<file path="config.mk">
export PLATFORM = sky130hd
export DESIGN_NAME = brush_stamp_pixel_blend
export DESIGN_NICKNAME = d
export VERILOG_FILES = /design/src/rtl/bsb_pkg.sv /design/src/rtl/bsb_cfg_regs.sv /design/src/rtl/bsb_channel.sv /design/src/rtl/brush_stamp_pixel_blend.sv
export SDC_FILE = /design/constraint.sdc
export NUM_CORES = 2
export LEC_CHECK = 0
export BUFFER_PORTS_ARGS = -buffer_cell sky130_fd_sc_hd__buf_2
export CAP_MARGIN = 15
export CORE_AREA = 2 2 258 260
export DETAILED_ROUTE_END_ITERATION = 8
export DIE_AREA = 0 0 260 262
export HOLD_SLACK_MARGIN = 0.06
export PLACE_DENSITY = 0.77
export RECOVER_POWER = 25
export SLEW_MARGIN = 20
export SYNTH_ARGS = -nofsm -noshare
export SYNTH_HDL_FRONTEND = slang
export SYNTH_SLANG_ARGS = --single-unit
</file>
<file path="constraint.sdc">
create_clock -name clk -period 15 [get_ports clk]
set_clock_uncertainty 0.2 [all_clocks]
set_input_delay 1.5 -clock clk [delete_from_list [all_inputs] [get_ports clk]]
set_output_delay 1.5 -clock clk [all_outputs]
set_load 0.02 [all_outputs]
</file>
<file path="src/rtl/bsb_pkg.sv">
`timescale 1ns / 1ps
`default_nettype none

package bsb_pkg;

  localparam int COORD_WIDTH_DEFAULT = 16;

  localparam int CFG_INDEX_W = 3;
  localparam int CFG_DATA_W  = 24;
  localparam int DIM_W       = 16;
  localparam int CHAN_W      = 8;
  localparam int PRESS_W     = 9;
  localparam int NUM_W       = 16;
  localparam int SUM_W       = 24;

  // full opacity: 256 * 255
  localparam logic [NUM_W-1:0]   OPACITY_ONE = 16'd65280;
  localparam logic [PRESS_W-1:0] PRESS_FULL  = 9'd256;

  typedef enum logic [CFG_INDEX_W-1:0] {
    REG_PAINT_COLOR  = 3'd0,
    REG_PRESSURE     = 3'd1,
    REG_IMAGE_WIDTH  = 3'd2,
    REG_IMAGE_HEIGHT = 3'd3,
    REG_DEPTH_MODE   = 3'd4
  } reg_index_t;

  typedef enum logic [1:0] {
    MODE_BLEND   = 2'd0,
    MODE_DEPTH32 = 2'd1,
    MODE_UNSUP   = 2'd2
  } depth_mode_t;

  typedef struct packed {
    logic [23:0]        paint_color;
    logic [PRESS_W-1:0] pressure;
    logic [DIM_W-1:0]   image_width;
    logic [DIM_W-1:0]   image_height;
    logic [1:0]         depth_mode;
  } cfg_t;

  localparam cfg_t CFG_RESET = '{
    paint_color:  24'd0,
    pressure:     PRESS_FULL,
    image_width:  16'd0,
    image_height: 16'd0,
    depth_mode:   MODE_BLEND
  };

  // advance enables of the multiply and divide stages
  typedef struct packed {
    logic mul;
    logic div;
  } stage_en_t;

endpackage

`default_nettype wire

</file>
<file path="src/rtl/bsb_cfg_regs.sv">
`timescale 1ns / 1ps
`default_nettype none

module bsb_cfg_regs (
  input  wire logic                              clk,
  input  wire logic                              rst,
  input  wire logic                              cfg_valid,
  output logic                                   cfg_ready,
  input  wire logic [bsb_pkg::CFG_INDEX_W-1:0]   cfg_index,
  input  wire logic [bsb_pkg::CFG_DATA_W-1:0]    cfg_data,
  output bsb_pkg::cfg_t                          cfg
);

  assign cfg_ready = 1'b1;

  always_ff @(posedge clk) begin
    if (rst) begin
      cfg <= bsb_pkg::CFG_RESET;
    end else if (cfg_valid) begin
      case (cfg_index)
        bsb_pkg::REG_PAINT_COLOR:  cfg.paint_color  <= cfg_data;
        bsb_pkg::REG_PRESSURE:     cfg.pressure     <= cfg_data[bsb_pkg::PRESS_W-1:0];
        bsb_pkg::REG_IMAGE_WIDTH:  cfg.image_width  <= cfg_data[bsb_pkg::DIM_W-1:0];
        bsb_pkg::REG_IMAGE_HEIGHT: cfg.image_height <= cfg_data[bsb_pkg::DIM_W-1:0];
        bsb_pkg::REG_DEPTH_MODE:   cfg.depth_mode   <= cfg_data[1:0];
        default: ;
      endcase
    end
  end

endmodule

`default_nettype wire

</file>
<file path="src/rtl/bsb_channel.sv">
`timescale 1ns / 1ps
`default_nettype none

module bsb_channel (
  input  wire logic                          clk,
  input  wire bsb_pkg::stage_en_t            en,
  input  wire logic [bsb_pkg::CHAN_W-1:0]    paint,
  input  wire logic [bsb_pkg::CHAN_W-1:0]    old,
  input  wire logic [bsb_pkg::NUM_W-1:0]     num,
  input  wire logic                          blend,
  output logic      [bsb_pkg::CHAN_W-1:0]    result
);

  logic [bsb_pkg::SUM_W-1:0]  sum;
  logic [bsb_pkg::CHAN_W-1:0] old_d;
  logic                       blend_d;

  logic [bsb_pkg::NUM_W-1:0]  t;
  logic [bsb_pkg::CHAN_W-1:0] q;
  logic [bsb_pkg::CHAN_W:0]   rem;
  logic [bsb_pkg::CHAN_W-1:0] quot;

  always_ff @(posedge clk) begin
    if (en.mul) begin
      sum <= bsb_pkg::SUM_W'(paint) * bsb_pkg::SUM_W'(num)
           + bsb_pkg::SUM_W'(old) * bsb_pkg::SUM_W'(bsb_pkg::OPACITY_ONE - num);
      old_d   <= old;
      blend_d <= blend;
    end
  end

  // sum / 65280 = (sum >> 8) / 255; estimate by >> 8, then one correction
  always_comb begin
    t    = sum[bsb_pkg::SUM_W-1:8];
    q    = t[bsb_pkg::NUM_W-1:8];
    rem  = {1'b0, t[7:0]} + {1'b0, q};
    quot = (rem >= 9'd255) ? q + 8'd1 : q;
  end

  always_ff @(posedge clk) begin
    if (en.div) begin
      result <= blend_d ? quot : old_d;
    end
  end

endmodule

`default_nettype wire

</file>
<file path="src/rtl/brush_stamp_pixel_blend.sv">
`timescale 1ns / 1ps
`default_nettype none

// Depth-masked brush stamp blend, one pixel per item. A pixel inside the
// image (0 <= x < width, 0 <= y < height) whose brush value exceeds its
// stored depth is written: in 24-bit mode each color channel blends toward
// the paint color by pressure * (brush - depth) / 255, truncated; other modes
// only take the brush value as new depth, and unsupported modes flag
// mode_error. Pressure above 1.0 saturates. The block takes one item every
// cycle unless the output stalls, and returns its result through a
// four-stage pipeline (clip, opacity multiply, channel multiply, divide by
// 65280); each stage advances on its own, so bubbles close up while the
// output stalls. Write configuration only while no item is in flight.
module brush_stamp_pixel_blend #(
  parameter int COORD_WIDTH = bsb_pkg::COORD_WIDTH_DEFAULT
) (
  input  wire logic                              clk,
  input  wire logic                              rst,

  input  wire logic                              cfg_valid,
  output logic                                   cfg_ready,
  input  wire logic [bsb_pkg::CFG_INDEX_W-1:0]   cfg_index,
  input  wire logic [bsb_pkg::CFG_DATA_W-1:0]    cfg_data,

  input  wire logic                              in_valid,
  output logic                                   in_ready,
  input  wire logic signed [COORD_WIDTH-1:0]     pixel_x,
  input  wire logic signed [COORD_WIDTH-1:0]     pixel_y,
  input  wire logic [7:0]                        brush_value,
  input  wire logic [7:0]                        depth_in,
  input  wire logic [7:0]                        old_red,
  input  wire logic [7:0]                        old_green,
  input  wire logic [7:0]                        old_blue,

  output logic                                   out_valid,
  input  wire logic                              out_ready,
  output logic                                   write_pixel,
  output logic [7:0]                             new_red,
  output logic [7:0]                             new_green,
  output logic [7:0]                             new_blue,
  output logic [7:0]                             depth_out,
  output logic                                   mode_error
);

  localparam int CMP_W = ((COORD_WIDTH > bsb_pkg::DIM_W) ? COORD_WIDTH : bsb_pkg::DIM_W) + 1;

  bsb_pkg::cfg_t      cfg;
  bsb_pkg::stage_en_t ch_en;

  logic en1, en2, en3, en4;
  logic v1, v2, v3;

  // stage 1: clip and depth test
  logic [CMP_W-1:0]             x_ext, y_ext, w_ext, h_ext;
  logic                         in_image, hit;
  logic                         wr1;
  logic [7:0]                   diff1, dout1;
  logic [bsb_pkg::PRESS_W-1:0]  psat1;
  logic [7:0]                   r1, g1, b1;

  // stage 2: opacity
  logic                         wr2;
  logic [bsb_pkg::NUM_W-1:0]    num2;
  logic [7:0]                   dout2, r2, g2, b2;

  // stage 3: channel multiply (color path lives in the channel units)
  logic                         wr3, err3;
  logic [7:0]                   dout3;
  logic                         blend2, err2;

  assign en4      = !out_valid || out_ready;
  assign en3      = !v3 || en4;
  assign en2      = !v2 || en3;
  assign en1      = !v1 || en2;
  assign in_ready = en1;
  assign ch_en    = '{mul: en3, div: en4};

  bsb_cfg_regs u_cfg (
    .clk       (clk),
    .rst       (rst),
    .cfg_valid (cfg_valid),
    .cfg_ready (cfg_ready),
    .cfg_index (cfg_index),
    .cfg_data  (cfg_data),
    .cfg       (cfg)
  );

  always_comb begin
    x_ext    = {{(CMP_W-COORD_WIDTH){1'b0}}, pixel_x};
    y_ext    = {{(CMP_W-COORD_WIDTH){1'b0}}, pixel_y};
    w_ext    = {{(CMP_W-bsb_pkg::DIM_W){1'b0}}, cfg.image_width};
    h_ext    = {{(CMP_W-bsb_pkg::DIM_W){1'b0}}, cfg.image_height};
    in_image = !pixel_x[COORD_WIDTH-1] && !pixel_y[COORD_WIDTH-1]
            && (x_ext < w_ext) && (y_ext < h_ext);
    hit      = brush_value > depth_in;
  end

  always_ff @(posedge clk) begin
    if (rst) begin
      v1 <= 1'b0;
    end else if (en1) begin
      v1 <= in_valid;
    end
  end

  always_ff @(posedge clk) begin
    if (en1) begin
      wr1   <= in_image && hit;
      diff1 <= brush_value - depth_in;
      dout1 <= (in_image && hit) ? brush_value : depth_in;
      psat1 <= cfg.pressure[bsb_pkg::PRESS_W-1] ? bsb_pkg::PRESS_FULL : cfg.pressure;
      r1    <= old_red;
      g1    <= old_green;
      b1    <= old_blue;
    end
  end

  always_ff @(posedge clk) begin
    if (rst) begin
      v2 <= 1'b0;
    end else if (en2) begin
      v2 <= v1;
    end
  end

  always_ff @(posedge clk) begin
    if (en2) begin
      wr2   <= wr1;
      num2  <= bsb_pkg::NUM_W'(psat1 * diff1);
      dout2 <= dout1;
      r2    <= r1;
      g2    <= g1;
      b2    <= b1;
    end
  end

  always_comb begin
    blend2 = wr2 && (cfg.depth_mode == bsb_pkg::MODE_BLEND);
    err2   = wr2 && (cfg.depth_mode != bsb_pkg::MODE_BLEND)
                 && (cfg.depth_mode != bsb_pkg::MODE_DEPTH32);
  end

  always_ff @(posedge clk) begin
    if (rst) begin
      v3 <= 1'b0;
    end else if (en3) begin
      v3 <= v2;
    end
  end

  always_ff @(posedge clk) begin
    if (en3) begin
      wr3   <= wr2;
      err3  <= err2;
      dout3 <= dout2;
    end
  end

  bsb_channel u_red (
    .clk    (clk),
    .en     (ch_en),
    .paint  (cfg.paint_color[23:16]),
    .old    (r2),
    .num    (num2),
    .blend  (blend2),
    .result (new_red)
  );

  bsb_channel u_green (
    .clk    (clk),
    .en     (ch_en),
    .paint  (cfg.paint_color[15:8]),
    .old    (g2),
    .num    (num2),
    .blend  (blend2),
    .result (new_green)
  );

  bsb_channel u_blue (
    .clk    (clk),
    .en     (ch_en),
    .paint  (cfg.paint_color[7:0]),
    .old    (b2),
    .num    (num2),
    .blend  (blend2),
    .result (new_blue)
  );

  // stage 4: output register
  always_ff @(posedge clk) begin
    if (rst) begin
      out_valid <= 1'b0;
    end else if (en4) begin
      out_valid <= v3;
    end
  end

  always_ff @(posedge clk) begin
    if (en4) begin
      write_pixel <= wr3;
      mode_error  <= err3;
      depth_out   <= dout3;
    end
  end

`ifndef SYNTH
  a_err_implies_write: assert property (@(posedge clk) disable iff (rst)
    out_valid && mode_error |-> write_pixel)
    else $error("mode_error without write_pixel");

  a_ready_when_empty: assert property (@(posedge clk) disable iff (rst)
    !out_valid |-> in_ready)
    else $error("input stalled with empty output stage");

  a_accept_enters: assert property (@(posedge clk) disable iff (rst)
    in_valid && in_ready |=> v1)
    else $error("accepted item not in first stage");

  a_opacity_bound: assert property (@(posedge clk) disable iff (rst)
    v2 |-> num2 <= bsb_pkg::OPACITY_ONE)
    else $error("opacity numerator above full scale");

  a_stall_holds: assert property (@(posedge clk) disable iff (rst)
    v3 && !en3 |=> v3 && $stable(dout3))
    else $error("stage three lost its item under stall");
`endif

endmodule

`default_nettype wire

</file>
======== After elaboration in Yosys (flattened, before gate mapping) ========
Index checks and enable logic that the tools add are counted.
storage, ports and cells
  bits in registers ....................... 311
  bits of input ports ..................... 104
  output and inout bits ................... 37
  logic and storage cells ................. 101
operators by class
  add/subtract/negate cells ............... 11
  multiply operators ...................... 7
  order comparisons ....................... 6
  eq/ne operators ......................... 5
  mux-type cells .......................... 8
  reduce and logical (&&, ||, !) cells .... 25
operators by type and width
  kind                                                                                  number
  24-bit adder                                                                          3
  8-bit by 16-bit multiplier with 24-bit output                                         3
  8-bit by 24-bit multiplier with 24-bit output                                         3
  8-bit two-way mux                                                                     7
  16-bit less-than comparator                                                           2
  8-bit by 8-bit adder with 9-bit output                                                3
  9-bit by 8-bit greater-or-equal comparator with 1-bit output (second input constant)  3
  8-bit by 1-bit adder with 8-bit output (second input constant)                        3
  16-bit by 16-bit subtractor with 17-bit output (first input constant)                 1
  9-bit by 8-bit multiplier with 16-bit output                                          1
  2-bit AND reduction                                                                   5
  9-bit two-way mux                                                                     1
  8-bit greater-than comparator                                                         1
  8-bit subtractor                                                                      1
  1-bit logical AND                                                                     7
  3-bit by 2-bit == test with 1-bit output (second input constant)                      2
  1-bit zero test                                                                       6
  1-bit logical OR                                                                      4
  3-bit by 1-bit == test with 1-bit output (second input constant)                      1
  3-bit == test (second input constant)                                                 1
  3-bit zero test                                                                       1
  2-bit zero test                                                                       1
  2-bit by 1-bit inequality test with 1-bit output (second input constant)              1
  2-bit nonzero test                                                                    1

======== Logic depth before layout (Yosys ltp) ========
  word-level depth ........................ 6
  depth in mapped cells ................... 31
  mapped depth without buffers ............ 29

======== By module ========
From an unflattened synthesis, not the netlist that was laid out.
unflattened totals
  cells, all modules ...................... 4176
  area, all modules ....................... 40775.4 sq um
by module, submodules not included
  module                   times used  cells an instance  area an instance (sq um)
  bsb_channel at u_red     1           1122               10368.7
  bsb_channel at u_green   1           1117               10217.3
  bsb_channel at u_blue    1           1106               10194.8
  brush_stamp_pixel_blend  1           578                7233.2
  bsb_cfg_regs             1           253                2761.4

======== Worst setup path before layout ========
OpenSTA, ideal clock, no wires.
  kind .................................... register -> register
  from .................................... reg num2[0] in the netlist's numbering
  to ...................................... reg u_blue.sum[23] in the netlist's numbering (data pin)
  setup time .............................. 0.260 ns
  arrival time ............................ 7.302 ns
  slack ................................... 7.239 ns
  cell stages (with the launch flop) ...... 30
  buffers on the path ..................... 3
  path through ............................ edfxtp_1 -> clkbuf_1 -> clkbuf_1 -> inv_1 -> ha_1 -> nand2_1 -> and2_1 -> nand2_1 -> xor2_1 -> clkbuf_1 -> nand2_1 -> fa_1 -> inv_1 -> fa_1 -> fa_1 -> fa_1 -> fa_1 -> inv_1 -> fa_1 -> inv_1 -> ha_1 -> a21o_1 -> a21o_1 -> a221oi_4 -> o32ai_2 -> a41o_1 -> o41a_1 -> a21o_1 -> a21oi_2 -> xnor2_1
on the way
  cells in the longest elaborated chain, start to end .. 3
  elaborated cells between the ends (all ways) .. 4
  those cells by class .................... 2 x add/sub; 2 x mul
RTL lines
  what                                            RTL line                        RTL
  start, declared                                 brush_stamp_pixel_blend.sv:63   logic [bsb_pkg::NUM_W-1:0] num2;
  start signal, assigned                          brush_stamp_pixel_blend.sv:129  num2 <= bsb_pkg::NUM_W'(psat1 * diff1);
  16-bit by 16-bit subtractor with 17-bit output  bsb_channel.sv:26               + bsb_pkg::SUM_W'(old) * bsb_pkg::SUM_W'(bsb_pkg::OPACITY_ONE - num);
  8-bit by 24-bit multiplier with 24-bit output   bsb_channel.sv:26
  24-bit adder *                                  bsb_channel.sv:26
  end signal, assigned                            bsb_channel.sv:25               sum <= bsb_pkg::SUM_W'(paint) * bsb_pkg::SUM_W'(num)
  end, declared                                   bsb_channel.sv:14               logic [bsb_pkg::SUM_W-1:0] sum;
Mark *: on every way between the ends. The rest lies on a longest branch, timed or not.
A chain may end at the register's enable or synchronous reset.

======== Final worst setup path ========
  from .................................... reg num2[3] in the netlist's numbering
  to ...................................... reg u_blue.sum[23] in the netlist's numbering (data pin)
Same word-level chain as after synthesis.

==> summary.md <==
| Metric | Value |
|---|---|
| CP required | `15.11 ns` |
| Initial DRC Count | `1592` |
| Count of cell types in the netlist | `73` |
| Post-CTS Setup Bufs | `0` |
| Critical Path Max Stage Delay | `0.56 ns` |
| Most used cell, CP | `fa_1` |
| Worst Setup Slack, final | `6.71 ns` |
| Placer congestion estimate | `0.881` |
| Vias in the first global route | `29100` |
| Crit share post-route | `55.3%` |
| Post-Syn Instances | `3982` |
| Die Wd | `260 um` |
| Drt total wl | `88.2 mm` |
| FF/Latch Area | `7910 sq um` |
| Initial Utilization | `59.5%` |
| Crit-path max FO | `27` |
| Setup TNS | `0 ns` |
| Pre-CTS setup slack | `6.77 ns` |
| DR WL/cell | `17.9 um` |
| Layout cells sized above 1 | `6.55%` |
| Vias | `26800` |
| Area leader, netlist | `fa_1` |
| PwrDens | `136 nW/um^2` |
| Area growth syn-to-layout | `6.93%` |
| Mapped cell area | `38900 sq um` |
| Largest net degree at the start of global routing | `72` |
| Yosys reg bits | `287` |
| Post-layout min period | `8.29 ns` |
| Slowest CP cell | `xor2_1` |
| CTS hold repair buffers | `0` |
| Deepest clock path buffer count | `3` |
| Crit path DAT | `8.40 ns` |
| Synth area leaders | `fa_1 (38%), edfxtp_1 (17%), ha_1 (9.1%)` |
| Crit start category | `flop` |
| Number of I/O port buffers | `139` |
| Worst Setup Path Type | `flop to flop` |
| Maximum VDD drop | `0.000171 V` |
| Status | `complete, but fails checks` |
| Die height | `262 um` |
| Resized cells post-CTS | `0` |
| Top cell type's share of synthesized area | `37.6%` |
| Max Freq | `121 MHz` |
| Failing checks | `max-capacitance violations, max-slew violations` |
| Final setup violation count | `0` |
| First-pass GRT wire length | `147 mm` |
| Max cap viols | `2` |
| Yosys synthesis warning count | `0` |
| Least-Margin Pin Slew | `3.27 ns` |
| RSZ-0062 raised after global routing | `no` |
| IO Count | `141` |
| Post-synth top flop | `edfxtp_1` |
| Grt ovf | `0` |
| Num CTS Buffers | `36` |
| Core area | `65300 sq um` |
| DRC viols | `0` |
| Max transition margin | `-118%` |
| Vias per cell | `5.44` |
| Clk root buf | `clkbuf_16` |
| DR pass1 iterations | `6` |
| Leak | `0.0198 uW` |
| # clock sinks | `287` |
| DP HPWL | `67.6 mm` |
| Multi-input logic area | `27100 sq um` |
| Sequential fraction of the synthesis area | `20.4%` |
| Syn_nets | `5099` |
| GRT Overall Usage | `27.5%` |
| Antenna-violating nets left | `0` |
| Rows | `94` |
| Die area | `68100 sq um` |
| Max Slew Vio Count | `104` |
| Htree depth | `2` |
| Setup crit end kind | `flop` |
| TritonCTS clock tree | `yes` |
| Clk_lat worst skew | `0.60 ns` |
| Filler cells | `5099` |
| Fin. Hold Viols | `0` |
| Antenna violations before repair | `1` |
| Layout Nets | `5149` |
| Async set-reset flop share out of synthesis | `0%` |
| Avg Inst Size Synth | `9.76 sq um` |
| Hold Crit Class | `flop to flop` |
| Post-synth EDFFs | `216` |
| Clock transition at path regs | `0.06 ns` |
path summary, 6_finish.rpt:
| check | startpoint | endpoint | slack, ns | cells past startpoint |
|---|---|---|---|---|
| setup / recovery | num2[3] | u_blue.sum[23] | 6.71 | 28 |
| hold / removal | err3 | mode_error | 0.21 | 0 |
| setup reg to reg | num2[3] | u_blue.sum[23] | 6.71 | 28 |
| hold reg to reg | err3 | mode_error | 0.21 | 0 |
layout make-up:
cell class	count	area share, %
inverters	856	7.73
diodes	1	0.00602
clock inverters	20	0.557
multi-input cells	2664	65.3
well taps	864	2.60
flip-flops and latches	287	19.0
clock buffers	45	2.33
repair buffers	187	2.48
per-layer routing:
metal  global-route usage, %  wire length, um  share of wire (%)
met1                    34.7            34100                 39
met2                    47.5            43700                 50
met3                    5.34             6880                7.8
met4                    10.1             3390                3.8
met5                       0                7             0.0079
kinds of logic (layout without fill, tap and decap cells):
family | after synthesis | after routing | share of synthesized area [%]
AND/OR/NAND/NOR | 1226 | 1226 | 14.8
AO/OA/AOI/OAI | 265 | 265 | 4.45
buffers and inverters | 1031 | 1108 | 9.99
flip-flops | 287 | 287 | 20.4
other | 1 | 2 | 0.00965
multiplexers | 17 | 17 | 0.473
XOR/XNOR | 142 | 142 | 3.20
adder cells (fa/ha/maj) | 1013 | 1013 | 46.7
cell usage after synthesis, types with 11 or more instances:
cell type / number
o21ai_0: 20
inv_1: 856
dfxtp_1: 71
fa_1: 729
and2_1: 342
a21o_1: 38
a21oi_1: 123
nor3_1: 13
nand2_1: 687
and3_1: 12
nor2b_1: 19
o21a_1: 11
xnor2_1: 99
nor2_1: 79
edfxtp_1: 216
nand4_1: 21
xor2_1: 43
clkbuf_1: 165
ha_1: 284
nand3_1: 17
sequential cells by signal, indices dropped and copies added (netlist names), 9 cells and up:
| signal | count |
|---|---|
| u_cfg.cfg | 67 |
| num2 | 16 |
| u_blue.sum | 16 |
| u_green.sum | 16 |
| u_red.sum | 16 |
| psat1 | 9 |
per-stage QoR:
step	cells	instance area [sq um]	total power [uW]	hold slack, ns	utilization (%)
final	4924	41500	5670	0.207	63.6
after detailed placement	4858	40400	4750	0.205	61.9
after CTS	4923	41600	5680	0.208	63.7
after global routing	4923	41500	6240	0.218	63.6
after floorplan	3982	38900	3880	0.200	-
after global placement	4858	40400	4620	0.201	61.9
critical path: cells and delay by family, from the launching register on:
| kind | cells | cell delay, ns |
|---|---|---|
| AOI/OAI and AO/OA | 8 | 1.83 |
| and+or+nand+nor | 6 | 0.96 |
| xor gates and xnor gates | 2 | 0.63 |
| DFF | 1 | 0.35 |
| adders and majority gates | 7 | 3.25 |
| buffers and inverters | 5 | 0.76 |
report_power, final:
group          internal, uW  switching, uW  total (uW)  leakage [uW]
registers              1100            124        1220       0.00291
logic                  1530           2020        3550        0.0163
clock network           517            375         892      0.000588
total                  3140           2520        5670        0.0198
placed cells by master (no fill, tap or decap), types with 6 or more instances in the layout:
cell / netlist / layout
and2_1: 342 / 338
a21o_1: 38 / 38
clkbuf_1: 165 / 13
buf_4: 2 / 42
buf_2: 2 / 137
dfxtp_1: 71 / 71
ha_1: 284 / 284
nor3_1: 13 / 13
xnor2_1: 99 / 95
nand2_1: 687 / 686
mux2i_1: 6 / 6
edfxtp_1: 216 / 216
xor2_1: 43 / 41
a21oi_1: 123 / 123
o21ai_0: 20 / 20
nor2b_1: 19 / 19
nand3_1: 17 / 17
fa_1: 729 / 729
and3_1: 12 / 12
clkbuf_16: 0 / 36
nor2_1: 79 / 79
inv_1: 856 / 854
mux2_1: 7 / 7
nand2b_1: 8 / 8
o21a_1: 11 / 11
nand4_1: 21 / 21
a31oi_1: 7 / 7
a211oi_1: 8 / 8
No activity file was read; power rests on OpenSTA's default activity.
